### src/hdl/jsu_pkg.sv
// shared types and constants for the json string unescaper
// no dependencies; used by the front, queue, back and top modules
package jsu_pkg;

	localparam int QUEUE_DEPTH = 4;
	localparam int QPTR_W      = $clog2(QUEUE_DEPTH);
	localparam int QCNT_W      = $clog2(QUEUE_DEPTH + 1);

	localparam logic [7:0]  CH_QUOTE  = 8'h22;
	localparam logic [7:0]  CH_BSLASH = 8'h5C;
	localparam logic [7:0]  CH_SLASH  = 8'h2F;
	localparam logic [7:0]  CH_B      = 8'h62;
	localparam logic [7:0]  CH_F      = 8'h66;
	localparam logic [7:0]  CH_N      = 8'h6E;
	localparam logic [7:0]  CH_R      = 8'h72;
	localparam logic [7:0]  CH_T      = 8'h74;
	localparam logic [7:0]  CH_U      = 8'h75;
	localparam logic [5:0]  SUR_HIGH_TOP = 6'b110110;
	localparam logic [5:0]  SUR_LOW_TOP  = 6'b110111;
	localparam logic [10:0] PLANE_OFFSET = 11'h040;

	typedef enum logic [3:0] {
		PH_NORMAL  = 4'd0,
		PH_ESC     = 4'd1,
		PH_HEX1    = 4'd2,
		PH_HEX2    = 4'd3,
		PH_HEX3    = 4'd4,
		PH_HEX4    = 4'd5,
		PH_PAIR_BS = 4'd6,
		PH_PAIR_U  = 4'd7,
		PH_LOW1    = 4'd8,
		PH_LOW2    = 4'd9,
		PH_LOW3    = 4'd10,
		PH_LOW4    = 4'd11
	} phase_t;

	typedef enum logic [2:0] {
		ERR_NONE    = 3'd0,
		ERR_BAD_ESC = 3'd1,
		ERR_BAD_HEX = 3'd2,
		ERR_BAD_SUR = 3'd3,
		ERR_TRUNC   = 3'd4
	} err_t;

	// one accepted item's worth of results
	typedef struct packed {
		logic [3:0][7:0] data;
		logic [1:0]      cnt;
		logic            is_data;
		err_t            code;
		logic            last;
	} job_t;

endpackage

### src/hdl/jsu_front.sv
// front end: accepts escaped bytes, tracks escape phase and builds at most one job per item
// depends on jsu_pkg
module jsu_front (
	input  logic            clk,
	input  logic            arst_n,
	input  logic [7:0]      in_byte,
	input  logic            in_last,
	input  logic            push,
	output logic            full,
	input  logic            q_full,
	output logic            job_valid,
	output jsu_pkg::job_t   job
);

	typedef struct packed {
		logic [3:0][7:0] bytes;
		logic [1:0]      cnt;
	} utf8_t;

	function automatic logic [4:0] hex_digit(input logic [7:0] b);
		logic [4:0] r;
		r = 5'd0;
		if (b inside {[8'h30:8'h39]}) begin
			r = {1'b1, b[3:0]};
		end else if (b inside {[8'h41:8'h46], [8'h61:8'h66]}) begin
			r = {1'b1, b[3:0] + 4'd9};
		end
		return r;
	endfunction

	function automatic utf8_t utf8_enc(input logic [20:0] cp);
		utf8_t u;
		u.bytes = '0;
		if (cp[20:7] == 14'd0) begin
			u.bytes[0] = {1'b0, cp[6:0]};
			u.cnt = 2'd0;
		end else if (cp[20:11] == 10'd0) begin
			u.bytes[0] = {3'b110, cp[10:6]};
			u.bytes[1] = {2'b10, cp[5:0]};
			u.cnt = 2'd1;
		end else if (cp[20:16] == 5'd0) begin
			u.bytes[0] = {4'b1110, cp[15:12]};
			u.bytes[1] = {2'b10, cp[11:6]};
			u.bytes[2] = {2'b10, cp[5:0]};
			u.cnt = 2'd2;
		end else begin
			u.bytes[0] = {5'b11110, cp[20:18]};
			u.bytes[1] = {2'b10, cp[17:12]};
			u.bytes[2] = {2'b10, cp[11:6]};
			u.bytes[3] = {2'b10, cp[5:0]};
			u.cnt = 2'd3;
		end
		return u;
	endfunction

	jsu_pkg::phase_t phase_q, phase_d, ph_go;
	logic [15:0]     hex_q, hex_d;
	logic [9:0]      high_q, high_d;
	logic            latched_q, latched_d;

	logic            accept;
	logic [4:0]      dig;
	logic [15:0]     acc;
	logic            is_hi, is_lo;
	jsu_pkg::err_t   err_c;
	logic            trunc;
	logic            emit_char, emit_cp;
	logic [7:0]      char_c;
	logic [20:0]     cp_c;
	logic            clr_hex, ld_hex, ld_high;
	utf8_t           utf;
	logic            has_result;

	assign full   = q_full;
	assign accept = push && !q_full;
	assign dig    = hex_digit(in_byte);
	assign acc    = {hex_q[11:0], dig[3:0]};
	assign is_hi  = (acc[15:10] == jsu_pkg::SUR_HIGH_TOP);
	assign is_lo  = (acc[15:10] == jsu_pkg::SUR_LOW_TOP);

	// decode of the byte against the current phase
	always_comb begin
		err_c     = jsu_pkg::ERR_NONE;
		ph_go     = jsu_pkg::PH_NORMAL;
		emit_char = 1'b0;
		emit_cp   = 1'b0;
		char_c    = in_byte;
		cp_c      = {5'd0, acc};
		clr_hex   = 1'b0;
		ld_hex    = 1'b0;
		ld_high   = 1'b0;
		case (phase_q)
			jsu_pkg::PH_ESC: begin
				case (in_byte)
					jsu_pkg::CH_QUOTE, jsu_pkg::CH_BSLASH, jsu_pkg::CH_SLASH: emit_char = 1'b1;
					jsu_pkg::CH_B: begin
						emit_char = 1'b1;
						char_c = 8'h08;
					end
					jsu_pkg::CH_F: begin
						emit_char = 1'b1;
						char_c = 8'h0C;
					end
					jsu_pkg::CH_N: begin
						emit_char = 1'b1;
						char_c = 8'h0A;
					end
					jsu_pkg::CH_R: begin
						emit_char = 1'b1;
						char_c = 8'h0D;
					end
					jsu_pkg::CH_T: begin
						emit_char = 1'b1;
						char_c = 8'h09;
					end
					jsu_pkg::CH_U: begin
						ph_go = jsu_pkg::PH_HEX1;
						clr_hex = 1'b1;
					end
					default: err_c = jsu_pkg::ERR_BAD_ESC;
				endcase
			end
			jsu_pkg::PH_HEX1, jsu_pkg::PH_HEX2, jsu_pkg::PH_HEX3, jsu_pkg::PH_HEX4,
			jsu_pkg::PH_LOW1, jsu_pkg::PH_LOW2, jsu_pkg::PH_LOW3, jsu_pkg::PH_LOW4: begin
				if (!dig[4]) begin
					err_c = jsu_pkg::ERR_BAD_HEX;
				end else begin
					ld_hex = 1'b1;
					case (phase_q)
						jsu_pkg::PH_HEX1: ph_go = jsu_pkg::PH_HEX2;
						jsu_pkg::PH_HEX2: ph_go = jsu_pkg::PH_HEX3;
						jsu_pkg::PH_HEX3: ph_go = jsu_pkg::PH_HEX4;
						jsu_pkg::PH_LOW1: ph_go = jsu_pkg::PH_LOW2;
						jsu_pkg::PH_LOW2: ph_go = jsu_pkg::PH_LOW3;
						jsu_pkg::PH_LOW3: ph_go = jsu_pkg::PH_LOW4;
						jsu_pkg::PH_HEX4: begin
							if (is_hi) begin
								ld_high = 1'b1;
								ph_go = jsu_pkg::PH_PAIR_BS;
							end else if (is_lo) begin
								err_c = jsu_pkg::ERR_BAD_SUR;
							end else begin
								emit_cp = 1'b1;
							end
						end
						default: begin
							if (is_lo) begin
								emit_cp = 1'b1;
								cp_c = {{1'b0, high_q} + jsu_pkg::PLANE_OFFSET, acc[9:0]};
							end else begin
								err_c = jsu_pkg::ERR_BAD_SUR;
							end
						end
					endcase
				end
			end
			jsu_pkg::PH_PAIR_BS: begin
				if (in_byte == jsu_pkg::CH_BSLASH) begin
					ph_go = jsu_pkg::PH_PAIR_U;
				end else begin
					err_c = jsu_pkg::ERR_BAD_SUR;
				end
			end
			jsu_pkg::PH_PAIR_U: begin
				if (in_byte == jsu_pkg::CH_U) begin
					ph_go = jsu_pkg::PH_LOW1;
					clr_hex = 1'b1;
				end else begin
					err_c = jsu_pkg::ERR_BAD_SUR;
				end
			end
			default: begin
				if (in_byte == jsu_pkg::CH_BSLASH) begin
					ph_go = jsu_pkg::PH_ESC;
				end else begin
					emit_char = 1'b1;
				end
			end
		endcase
	end

	assign trunc = in_last && (ph_go != jsu_pkg::PH_NORMAL) && (err_c == jsu_pkg::ERR_NONE);

	// next state
	always_comb begin
		phase_d   = phase_q;
		hex_d     = hex_q;
		high_d    = high_q;
		latched_d = latched_q;
		if (accept) begin
			if (in_last) begin
				phase_d   = jsu_pkg::PH_NORMAL;
				hex_d     = '0;
				high_d    = '0;
				latched_d = 1'b0;
			end else if (!latched_q) begin
				phase_d   = (err_c != jsu_pkg::ERR_NONE) ? jsu_pkg::PH_NORMAL : ph_go;
				latched_d = (err_c != jsu_pkg::ERR_NONE);
				if (clr_hex) begin
					hex_d = '0;
				end else if (ld_hex) begin
					hex_d = acc;
				end
				if (ld_high) begin
					high_d = acc[9:0];
				end
			end
		end
	end

	always_ff @(posedge clk or negedge arst_n) begin
		if (!arst_n) begin
			phase_q   <= jsu_pkg::PH_NORMAL;
			hex_q     <= '0;
			high_q    <= '0;
			latched_q <= 1'b0;
		end else begin
			phase_q   <= phase_d;
			hex_q     <= hex_d;
			high_q    <= high_d;
			latched_q <= latched_d;
		end
	end

	// job for the queue
	always_comb begin
		utf         = utf8_enc(cp_c);
		job.data    = '0;
		job.cnt     = 2'd0;
		job.is_data = 1'b0;
		job.code    = jsu_pkg::ERR_NONE;
		job.last    = in_last;
		has_result  = 1'b0;
		if (latched_q) begin
			has_result = in_last;
		end else if (err_c != jsu_pkg::ERR_NONE) begin
			has_result = 1'b1;
			job.code = err_c;
		end else if (trunc) begin
			has_result = 1'b1;
			job.code = jsu_pkg::ERR_TRUNC;
		end else if (emit_char) begin
			has_result = 1'b1;
			job.is_data = 1'b1;
			job.data[0] = char_c;
		end else if (emit_cp) begin
			has_result = 1'b1;
			job.is_data = 1'b1;
			job.data = utf.bytes;
			job.cnt = utf.cnt;
		end else begin
			has_result = in_last;
		end
	end

	assign job_valid = accept && has_result;

endmodule

### src/hdl/jsu_queue.sv
// short job queue between front and back ends
// depends on jsu_pkg
module jsu_queue (
	input  logic          clk,
	input  logic          arst_n,
	input  logic          wr_en,
	input  jsu_pkg::job_t wr_job,
	output logic          q_full,
	input  logic          rd_en,
	output jsu_pkg::job_t rd_job,
	output logic          q_empty
);

	jsu_pkg::job_t                mem_q [jsu_pkg::QUEUE_DEPTH];
	logic [jsu_pkg::QPTR_W-1:0]   wr_ptr_q, rd_ptr_q;
	logic [jsu_pkg::QCNT_W-1:0]   count_q;
	logic                         do_wr, do_rd;

	assign q_full  = (count_q == jsu_pkg::QCNT_W'(jsu_pkg::QUEUE_DEPTH));
	assign q_empty = (count_q == '0);
	assign do_wr   = wr_en && !q_full;
	assign do_rd   = rd_en && !q_empty;
	assign rd_job  = mem_q[rd_ptr_q];

	always_ff @(posedge clk) begin
		if (do_wr) begin
			mem_q[wr_ptr_q] <= wr_job;
		end
	end

	always_ff @(posedge clk or negedge arst_n) begin
		if (!arst_n) begin
			wr_ptr_q <= '0;
			rd_ptr_q <= '0;
			count_q  <= '0;
		end else begin
			if (do_wr) begin
				wr_ptr_q <= (wr_ptr_q == jsu_pkg::QPTR_W'(jsu_pkg::QUEUE_DEPTH - 1)) ?
					'0 : wr_ptr_q + 1'b1;
			end
			if (do_rd) begin
				rd_ptr_q <= (rd_ptr_q == jsu_pkg::QPTR_W'(jsu_pkg::QUEUE_DEPTH - 1)) ?
					'0 : rd_ptr_q + 1'b1;
			end
			if (do_wr && !do_rd) begin
				count_q <= count_q + 1'b1;
			end else if (do_rd && !do_wr) begin
				count_q <= count_q - 1'b1;
			end
		end
	end

endmodule

### src/hdl/jsu_back.sv
// back end: walks each job one result at a time into the output register
// depends on jsu_pkg
module jsu_back (
	input  logic          clk,
	input  logic          arst_n,
	input  jsu_pkg::job_t head,
	input  logic          q_empty,
	output logic          q_pop,
	output logic [7:0]    out_byte,
	output logic          byte_valid,
	output logic          run_last,
	output logic          string_end,
	output logic [2:0]    error_code,
	output logic          empty,
	input  logic          pop
);

	logic [1:0]    idx_q;
	logic          out_valid_q;
	logic [7:0]    byte_q;
	logic          bval_q, run_last_q, str_end_q;
	jsu_pkg::err_t code_q;
	logic          load, take, fin;

	assign load  = !out_valid_q || pop;
	assign take  = load && !q_empty;
	assign fin   = (idx_q == head.cnt);
	assign q_pop = take && fin;

	always_ff @(posedge clk or negedge arst_n) begin
		if (!arst_n) begin
			idx_q       <= '0;
			out_valid_q <= 1'b0;
		end else begin
			if (load) begin
				out_valid_q <= !q_empty;
			end
			if (take) begin
				idx_q <= fin ? 2'd0 : idx_q + 2'd1;
			end
		end
	end

	always_ff @(posedge clk) begin
		if (take) begin
			byte_q     <= head.is_data ? head.data[idx_q] : 8'd0;
			bval_q     <= head.is_data;
			code_q     <= head.is_data ? jsu_pkg::ERR_NONE : head.code;
			run_last_q <= fin;
			str_end_q  <= fin && head.last;
		end
	end

	assign empty      = !out_valid_q;
	assign out_byte   = byte_q;
	assign byte_valid = bval_q;
	assign run_last   = run_last_q;
	assign string_end = str_end_q;
	assign error_code = code_q;

endmodule

### src/hdl/json_string_unescape_utf8.sv
// json string unescaper, \uXXXX escapes and surrogate pairs to utf-8 bytes
// path: an accepted item's job is written to the queue, and its first result is then loaded
//   into the output register once the queue and the output register hold nothing older
// throughput: one item per cycle unless full, one result per cycle out of the output register if popped;
//   a four-byte code point holds the back end for four results, the four-job queue absorbs it
// reset: arst_n clears phase, queue pointers and output valid at once
// depends on jsu_pkg, jsu_front, jsu_queue, jsu_back
module json_string_unescape_utf8 (
	input  logic       clk,
	input  logic       arst_n,
	input  logic [7:0] in_byte,
	input  logic       in_last,
	input  logic       push,
	output logic       full,
	output logic [7:0] out_byte,
	output logic       byte_valid,
	output logic       run_last,
	output logic       string_end,
	output logic [2:0] error_code,
	output logic       empty,
	input  logic       pop
);

	jsu_pkg::job_t wr_job, rd_job;
	logic          wr_en, q_full, q_empty, rd_en;

	jsu_front u_front (
		.clk       (clk),
		.arst_n    (arst_n),
		.in_byte   (in_byte),
		.in_last   (in_last),
		.push      (push),
		.full      (full),
		.q_full    (q_full),
		.job_valid (wr_en),
		.job       (wr_job)
	);

	jsu_queue u_queue (
		.clk     (clk),
		.arst_n  (arst_n),
		.wr_en   (wr_en),
		.wr_job  (wr_job),
		.q_full  (q_full),
		.rd_en   (rd_en),
		.rd_job  (rd_job),
		.q_empty (q_empty)
	);

	jsu_back u_back (
		.clk        (clk),
		.arst_n     (arst_n),
		.head       (rd_job),
		.q_empty    (q_empty),
		.q_pop      (rd_en),
		.out_byte   (out_byte),
		.byte_valid (byte_valid),
		.run_last   (run_last),
		.string_end (string_end),
		.error_code (error_code),
		.empty      (empty),
		.pop        (pop)
	);

	a_end_is_run_last: assert property (@(posedge clk) disable iff (!arst_n)
		(!empty && string_end) |-> run_last)
		else $error("string end without run last");

	a_data_no_error: assert property (@(posedge clk) disable iff (!arst_n)
		(!empty && byte_valid) |-> (error_code == jsu_pkg::ERR_NONE))
		else $error("data result carries an error code");

	a_nondata_zero: assert property (@(posedge clk) disable iff (!arst_n)
		(!empty && !byte_valid) |-> (out_byte == 8'd0))
		else $error("non-data result with nonzero byte");

	a_queue_ok: assert property (@(posedge clk) disable iff (!arst_n)
		(!wr_en || !q_full) && (!rd_en || !q_empty))
		else $error("queue overrun or underrun");

endmodule

### config.mk
export PLATFORM = sky130hd
export DESIGN_NAME = json_string_unescape_utf8
export DESIGN_NICKNAME = d
export VERILOG_FILES = /design/src/hdl/jsu_pkg.sv /design/src/hdl/jsu_front.sv /design/src/hdl/jsu_queue.sv /design/src/hdl/jsu_back.sv /design/src/hdl/json_string_unescape_utf8.sv
export SDC_FILE = /design/constraint.sdc
export NUM_CORES = 1
export LEC_CHECK = 0
export BUFFER_PORTS_ARGS = -buffer_cell sky130_fd_sc_hd__buf_2
export CORE_MARGIN = 10
export CORE_UTILIZATION = 40
export CTS_BUF_LIST = sky130_fd_sc_hd__clkbuf_2
export DETAILED_ROUTE_END_ITERATION = 12
export PLACE_DENSITY_LB_ADDON = 0.2
export REMOVE_ABC_BUFFERS = 1
export SKIP_LAST_GASP = 1
export SYNTH_ARGS = -nofsm -noshare
export SYNTH_HDL_FRONTEND = slang
export SYNTH_SLANG_ARGS = --single-unit
### constraint.sdc
create_clock -name clk -period 5.3 [get_ports clk]
set_clock_uncertainty 0.2 [all_clocks]
set_input_delay 1.06 -clock clk [delete_from_list [all_inputs] [get_ports clk]]
set_output_delay 1.06 -clock clk [all_outputs]
set_load 0.1 [all_outputs]
* After elaboration in Yosys (flattened, before gate mapping)
Memory sizes are Yosys's and may differ from the RTL's.
Cells that the tools add are included.
** Cells by class
- $add $sub $neg :: 7
- Eq/ne operators :: 27
- Bitwise gates (word level) :: 0
- Magnitude comparators :: 7
- Multiplexer cells :: 84
- Div/mod/pow operators :: 0
- Multiply operators :: 0
- Reductions and logical operators :: 41
- Shifts and indexed selects :: 0
** Operator list (number)
- $mux 35 :: 3
- $mux 21 :: 4
- $mux 24 :: 3
- $eq 8x7->1 const B :: 7
- $mux 12 :: 4
- $mux 10 :: 4
- $pmux 8 s5 :: 1
- $mux 38 :: 1
- $mux 8 :: 4
- $pmux 4 s7 :: 1
- $mux 1 :: 27
- $mux 3 :: 8
- $mux 4 :: 5
- $mux 18 :: 1
- $mux 2 :: 9
- $bmux 8 s2 :: 1
- $eq 4x3->1 const B :: 4
- $eq 4x4->1 const B :: 4
- $eq 8x6->1 const B :: 2
- $ge 8x7->1 const B :: 2
- $le 8x7->1 const B :: 2
- $mux 16 :: 1
- $pmux 4 s4 :: 1
- $reduce_or 8->1 :: 2
- 36 further kinds :: 65
** Word-level totals
- Memories kept :: 1
- Bits in latches :: 0
- Output and inout port bits :: 16
- Memory bits (writable) :: 156
- Input port bits :: 13
- Logic and storage cells :: 181
- ROM bits :: 0
- Bits in registers :: 51
** Memory list
- u_queue.mem_q :: depth 4, bits a word 39, rd ports 1, clocked after Yosys merged registers in 0, wr ports 1, line jsu_queue.sv:14 : jsu_pkg::job_t mem_q [jsu_pkg::QUEUE_DEPTH];

* Depth between registers and ports, before layout
Gate-level depths: netlist (run 1).
- Word-level depth :: 19
- Gate-level depth with buffers :: 16

* By module
A second synthesis (run 1) with hierarchy kept.
** Second synthesis, totals
- Cells, all modules :: 687
- Area, all modules :: 9815.7 um^2
** By module, submodules not included
- jsu_queue :: times used 1, seq. area each 4859.7 um^2, area an instance 6094.6 um^2, cells each 241
- jsu_front :: times used 1, seq. area each 675.6 um^2, area an instance 2836.5 um^2, cells each 388
- jsu_back :: times used 1, seq. area each 495.5 um^2, area an instance 884.6 um^2, cells each 58

* Worst setup path before layout (run 1)
Ideal clock, no wire load.
- Path type :: register to register
- Start :: register u_queue.count_q[0] (netlist name)
- End :: register u_queue.count_q[1] (netlist name)
- Data arrival time :: 4530 ps
- Path buffers :: 0
- Required time :: 4975 ps
- Cell stages (with the launch flop) :: 9
- Library setup time :: 125 ps
- Setup slack :: 445 ps
- Path through :: dfrtp_1 nor3b_1 nor2b_1 o21ai_0 a21oi_1 ha_1 inv_1 fa_1 mux2_2
** On the way
- Word-level cells in the longest chain between the ends :: 8
- Elaborated cells on any way between the ends :: 19
** RTL lines
- start, declared :: line jsu_queue.sv:16 : logic [jsu_pkg::QCNT_W-1:0] count_q;
- start signal, assigned :: line jsu_queue.sv:46 : count_q <= count_q + 1'b1;
- start signal, assigned :: line jsu_queue.sv:48 : count_q <= count_q - 1'b1;
- $eq 3x3->1 (*) :: line jsu_queue.sv:19 : assign q_full = (count_q == jsu_pkg::QCNT_W'(jsu_pkg::QUEUE_DEPTH));
- via full :: line json_string_unescape_utf8.sv:14 : output logic full,
- $logic_not 1->1 (*) :: line jsu_front.sv:75, jsu_queue.sv:21
- $logic_and 1x1->1 :: line jsu_front.sv:75 : assign accept = push && !q_full;
- $logic_and 1x1->1 :: line jsu_front.sv:256 : assign job_valid = accept && has_result;
- $logic_and 1x1->1 (*) :: line jsu_queue.sv:21 : assign do_wr = wr_en && !q_full;
- via u_queue.do_wr :: line jsu_queue.sv:17 : logic do_wr, do_rd;
- $logic_not 1->1 :: line jsu_queue.sv:47 : end else if (do_rd && !do_wr) begin
- $logic_and 1x1->1 :: line jsu_queue.sv:47
- $reduce_bool 2->1 (no source line)
The timed path passes the listed nets; every way through them passes the cells marked *. The select of a mux whose other input is x is not followed.
A chain may end at the register's enable or synchronous reset.

==> metrics.md, run 1 <==
| Metric | Value |
|---|---|
| Status | completed |
| Post-synth EDFFs | between 150 and 200 |
| Syn Std Cell Area | ~9000 um^2 |
| Crit share post-route | approximately four fifths |
| CP peak stage delay | roughly 0.61 ns |
| FF+latch count, synth | approximately 190 |
| Pwr Total | 0.00458 W |
| Worst endpoint data arrival time | about 4.4 ns |
| Commonest non-fill, non-tap cell in the layout | edfxtp_1 |
| Pre-antenna DRT Iters | 5 |
| Required @ worst endpoint | around 5.6 ns |
| Row count | 54 |
| Max IR drop VDD | roughly 0.00027 V |
| Yosys top cell by area | edfxtp_1 |
| Die area | roughly 29000 um^2 |
| Die Y-Extent | roughly 170 um |
| CTS resizes | 0 |
| PD cells | around 470 nW/um^2 |
| P&R area growth vs syn | 7.96% |
| Ranking of synthesized cells by area | edfxtp_1 51%, mux4_2 10%, dfrtp_1 10% |
| Clock latency on the worst-skew pair | around 0.77 ns |
| Via count | 5686 |
| Number of antenna violations at the first check in global routing | 1 |
| Core Region | approximately 22000 um^2 |
| CP max-delay cell | a221oi_1 |
| Worst setup EP type | flip-flop |
| Final wirelength | 21.3 mm |
| Number of buffers created by CTS | 17 |
| CTS tree | yes |
| Final Hold Vio Count | 0 |
| Total Neg Setup Slack | 0 ns |
| CP Cell Sequence | buf_2 -> inv_1 -> ha_1 -> or3b_1 -> nand4_1 -> o21ai_1 -> buf_4 -> o211ai_1 -> o21ai_0 -> and3_1 -> a311o_1 -> a221oi_1 |
| Pin count of the biggest net entering global routing | 38 |
| Post-CTS Setup Inserts | 0 |
| First-pass GRT wire length | about 33 mm |
| Post-detail-place hpwl | 14.7 mm |
| # nets final | approximately 710 |
| FFs w/ async S/R, synth | roughly a fifth |
| Drt initial violations | between 500 and 600 |
| Max_slew headroom | a little over a third |
| Worst-path clk slew | 0.33 ns |
| Yosys cell types | 70 |
| Ys flop type | edfxtp_1 |
| Io pins | 29 |
| Drt drc | 0 |
| Tightest Pin Transition | 0.970 ns |
| RSZ-0062 raised after global routing | no |
| GRT overflow | 0 |
| Commonest cells after routing, fill and taps aside | 154 x edfxtp_1, 64 x nand2_1, 42 x mux4_2 |
| H-tree Lvls | 4 |
| GRT Util Overall | 15.1% |
| Crit-path max FO | 10 |
| # hold bufs at CTS | 0 |
| Max Freq | approximately 240 MHz |
| Die W | roughly 170 um |
| Avg WL per Cell | between 20 and 25 um |
| Vias per cell | 5.79 |
| CP Class | primary input to flip-flop |
| Fin. max-slew vios | 0 |
| Maximum buffer depth of the clock tree | 2 |
| Final ANT Viol Nets | 0 |
| Gate Count Post-Synth | approximately 670 |
| Gp weighted congestion | between 0.9 and 1 |
| Startpoint Class | primary input |
| Pleak | 3.32 nW |
| Starting density of the core | 41.0% |
| Root buffer cell | clkbuf_2 |
| Post-synthesis sequential area ratio | slightly above 60% |
| CP Buf/Inv Count | 3 |
| PortBufs | 28 |
| Hold Crit Class | primary input to asynchronous set/reset pin |
| Layout cells sized above 1 | about a fifth |
| Vias in the first global route | roughly 5.6k |
| Tmin final | 4.15 ns |
| Syn avg cell area | 13.6 um^2 |
| Area share of the leading cell type in the synthesized netlist | between 50 and 60% |
| Num Clock Sinks | approximately 190 |
| Ys Warns | 0 |
| Total of max-cap violations | 0 |
| CP delay by family, top | compound AO/OA/AOI/OAI gates |
| Setup-failing EPs final | 0 |
-- final timing paths --
| check | startpoint | to | slack [ns] | depth (start not counted) |
|---|---|---|---|---|
| min in group clk | pop | u_back.out_valid_q | 0.26 | 2 |
| min reg2reg | u_queue.count_q[2] | u_queue.count_q[2] | 0.34 | 1 |
| max reg2reg | u_front.phase_q[0] | u_queue.count_q[2] | 1.34 | 13 |
| min | arst_n | u_front.high_q[5] | 0.16 | 1 |
| max | in_byte[1] | u_queue.mem_q[1][10] | 1.15 | 12 |
| max in group asynchronous | arst_n | u_queue.rd_ptr_q[0] | 4.09 | 1 |
-- flip-flops by register name, summed over array words and instances (netlist names), 2 cells and up --
signal and cells:
u_back.error_code 3, u_queue.wr_ptr_q 2, u_queue.rd_ptr_q 2, u_back.out_byte 8, u_queue.mem_q 140, u_back.idx_q 2
u_front.hex_q 12, u_front.high_q 10, u_front.phase_q 4, u_queue.count_q 3
-- power breakdown --
group / switching [W] / internal, W / leakage, nW
clock: 0.000566 / 0.000207 / 0.161
sequential: 0.000185 / 0.00199 / 1.91
combinational: 0.00102 / 0.000622 / 1.25
total: 0.00177 / 0.00281 / 3.32
-- cell type report --
class                   instances  area (um^2)
repair buffers                 44          260
flip-flops and latches        191         5550
inverters                      23         86.3
well taps                     280          350
multi-input cells             411         3240
fillers                      1975        12300
clock inverters                15          184
clock buffers                  17         85.1
diodes                          1         2.50
-- cells by family after synthesis --
family | Yosys count | share of synthesized area, %
and+or+nand+nor | 201 | 11.6
DFF | 191 | 61.4
AOI/OAI and AO/OA | 140 | 10.3
buffers and inverters | 63 | 2.81
muxes | 51 | 11.5
adders and majority gates | 12 | 1.74
xor gates and xnor gates | 7 | 0.678
-- metal layers --
| layer | up-vias | global-route usage (%) | part of all wire, % | wire [um] |
|---|---|---|---|---|
| li1 | 2626 | - | - | - |
| met3 | 25 | 3.17 | 5.8 | 1250 |
| met1 | 2838 | 20.9 | 46 | 9820 |
| met4 | 0 | 3.66 | 1.2 | 261 |
| met2 | 197 | 23.8 | 47 | 10000 |
| met5 | - | 0 | 0 | 0 |
-- cell usage after synthesis, drive strengths merged (4+ instances only) --
cell    count
a2111o      4
o21ai      35
a22oi       4
and3        5
a21oi      35
nor3       12
o31ai      16
and2       16
a211oi      5
clkbuf     23
a31oi       5
nor4        4
nor2       29
o211ai      6
buf        17
inv        23
nand2      64
nand3      20
nor2b      12
nand2b      6
mux2        6
o21a        4
or3         4
edfxtp    154
dfrtp      37
nor3b       4
ha         11
mux4       42
nand4       7
xnor2       5
-- metrics by stage --
stage                     setup slack (ns)  util [%]  std cells  hold slack [ns]  cell area (um^2)
after floorplan                      0.445         -        625            0.249              8870
after global placement               0.537      43.1        949            0.277              9490
after detailed placement             0.428      43.1        949            0.291              9490
after CTS                             1.30      44.3        981            0.107              9760
after global routing                 0.942      44.3        982            0.125              9760
final                                 1.15      44.3        982            0.159              9760
No activity file was read; power rests on OpenSTA's default activity.
==> run 2: changes to the inputs <==
==> constraint.sdc (replaced) <==
create_clock -name clk -period 4.2 [get_ports clk]
set_clock_uncertainty 0.2 [all_clocks]
set_input_delay 0.84 -clock clk [delete_from_list [all_inputs] [get_ports clk]]
set_output_delay 0.84 -clock clk [all_outputs]
set_load 0.1 [all_outputs]
==> run 2 against run 1 <==
Effect of this change:
- via count is 4.5% higher
- sequential power rose by 24%
- clock power is 16% higher
- worst hold slack better by 0.13 ns
- combinational power rose by 36%
- critical path type is now flip-flop to flip-flop
- largest cell class unchanged
==> metrics.md, run 2 (same netlist as run 1, synthesis figures left out) <==
| Metric | Value |
|---|---|
| Maximum buffer depth of the clock tree | 2 (unchanged) |
| Hold Crit Class | primary input to flip-flop |
| CTS tree | yes |
| Crit share post-route | 86.6% |
| P&R area growth vs syn | 12.8% |
| Tightest Pin Transition | 0.947 ns (-0.0227 ns) |
| RSZ-0062 raised after global routing | no |
| Number of antenna violations at the first check in global routing | 1 (unchanged) |
| Io pins | 29 (unchanged) |
| Most flops, register | u_queue.mem_q |
| Root buffer cell | clkbuf_2 |
| Status | completed |
| Drt initial violations | 472 (-15%) |
| H-tree Lvls | 4 (unchanged) |
| Worst endpoint data arrival time | 4.14 ns (-0.30 ns) |
| Post-detail-place hpwl | 15.5 mm (+5.7%) |
| CTS resizes | 0 (unchanged) |
| Pre-antenna DRT Iters | 6 (+1) |
| Setup-failing EPs final | 0 (unchanged) |
| Total Neg Setup Slack | 0 ns (unchanged) |
| Clock latency on the worst-skew pair | 0.77 ns (about the same) |
| Fin. max-slew vios | 0 (unchanged) |
| Worst setup EP type | flip-flop |
| Drt drc | 0 (unchanged) |
| Die W | 170 um (unchanged) |
| Max reg flops | 140 (unchanged) |
| Final Hold Vio Count | 0 (unchanged) |
| Die area | 29000 um^2 (unchanged) |
| Die Y-Extent | 170 um (unchanged) |
| Pleak | 3.59 nW (+7.9%) |
| Final ANT Viol Nets | 0 (unchanged) |
| # nets final | 769 (+7.9%) |
| Max Freq | roughly 270 MHz |
| Final Non-Filler Cells | 1037 (+5.6%) |
| Tmin final | around 3.6 ns |
| Commonest cells after routing, fill and taps aside | 154 x edfxtp_1, 66 x buf_4, 64 x nand2_1 |
| Max_slew headroom | 36.8% (+1.6 points) |
| Avg WL per Cell | 21.1 um (-2.8%) |
| Pre-CTS setup slack | -0.0166 ns (-0.444 ns) |
| PortBufs | 28 (unchanged) |
| Placed cells | 1003 (+5.7%) |
| CP Class | flip-flop to flip-flop |
| GRT Util Overall | 15.4% (+0.29 points) |
| Vias per cell | 5.73 (-1.0%) |
| Num Clock Sinks | 191 (unchanged) |
| Startpoint Class | flip-flop |
| Vias in the first global route | 5980 (+6.2%) |
| Pin count of the biggest net entering global routing | 38 (unchanged) |
| Commonest non-fill, non-tap cell in the layout | edfxtp_1 |
| Crit-path max FO | 11 (+1) |
| Hold Slack | 0.289 ns (+0.130 ns) |
| Starting density of the core | 41.0% (unchanged) |
| Max IR drop VDD | 0.000308 V (+14%) |
| Layout cells sized above 1 | 24.6% (+5.6 points) |
| Total of max-cap violations | 0 (unchanged) |
| First-pass GRT wire length | 34.2 mm (+2.2%) |
| Core Region | 22000 um^2 (unchanged) |
| Via count | 5942 (+4.5%) |
| Gp weighted congestion | 1.02 (+12%) |
| Largest regs | u_queue.mem_q: 140 flops, u_front.hex_q: 12 flops, u_front.high_q: 10 flops |
| GRT overflow | 0 (unchanged) |
| Final wirelength | 21.9 mm (+2.7%) |
| Number of buffers created by CTS | 17 (unchanged) |
| Final worst setup slack | 0.563 ns (-0.584 ns) |
| Required @ worst endpoint | 4.70 ns (-0.89 ns) |
| Row count | 54 (unchanged) |
| PD cells | 569 nW/um^2 (+21%) |
| Worst-path clk slew | 0.26 ns (-0.07 ns) |
run 2: cell types whose count changed in the layout (fill, tap and decap cells not counted), sizes merged:
cell / before / now
dlygate4sd3: 0 / 2
clkinvlp: 0 / 1
inv: 32 / 30
buf: 44 / 98
run 2: what timing repair did:
action,4_1_cts,5_1_grt
buffers inserted,0,0
hold endpoints to repair,38,0
hold buffers,2,0
run 2: path summary, 6_finish.rpt:
| check | slack (ns) | startpoint | end | cells past startpoint |
|---|---|---|---|---|
| setup / recovery | 0.56 | u_front.phase_q[0] | u_queue.count_q[2] | 14 |
| hold / removal | 0.29 | in_last | u_front.latched_q | 2 |
| setup reg to reg | 0.56 | u_front.phase_q[0] | u_queue.count_q[2] | 14 |
| hold reg to reg | 0.32 | u_front.high_q[3] | u_front.high_q[3] | 2 |
| max in group asynchronous | 2.68 | arst_n | u_front.high_q[9] | 2 |
| min in group asynchronous | 0.50 | arst_n | u_back.idx_q[0] | 2 |
run 2: report_power, final:
group | total, W | switching [W] | internal (W)
registers | 0.00268 | 0.000172 | 0.00250
logic | 0.00223 | 0.00137 | 0.000857
clock network | 0.000898 | 0.000663 | 0.000236
run 2: per-stage QoR:
step	util, %	cell area, um^2	total power, W
after detailed placement	45.1	9940	0.00499
after global routing	46.3	10200	0.00613
after global placement	45.1	9940	0.00495
after floorplan	-	8870	0.00435
after CTS	46.3	10200	0.00588
final	46.3	10200	0.00581
run 2: worst max-delay path: stages (launching register included):
cell      delay (ns)
dfrtp_1         0.61
inv_1           0.15
nor4_1          0.24
buf_4           0.19
inv_1           0.06
nor4_1          0.37
a2111o_1        0.22
nor2_1          0.07
a21oi_1         0.26
ha_1            0.26
inv_1           0.08
fa_1            0.43
xor2_1          0.17
nor2_1          0.12
xor2_1          0.16
run 2: cell type report:
class / instances / area (um^2)
Antenna cell: 1 / 2.50
Clock buffer: 17 / 85.1
Clock inverter: 14 / 150
Fill cell: 1966 / 11800
Inverter: 23 / 86.3
Multi-Input combinational cell: 411 / 3240
Sequential cell: 191 / 5550
Tap cell: 280 / 350
Timing Repair Buffer: 100 / 736
run 2: metal layers:
| layer | up-vias | GRT usage, % | routed length, um |
|---|---|---|---|
| met5 | - | 0 | 0 |
| met4 | 0 | 4.50 | 330 |
| met1 | 2995 | 20.3 | 9810 |
| li1 | 2727 | - | - |
| met3 | 32 | 3.22 | 1200 |
| met2 | 188 | 25.1 | 10600 |
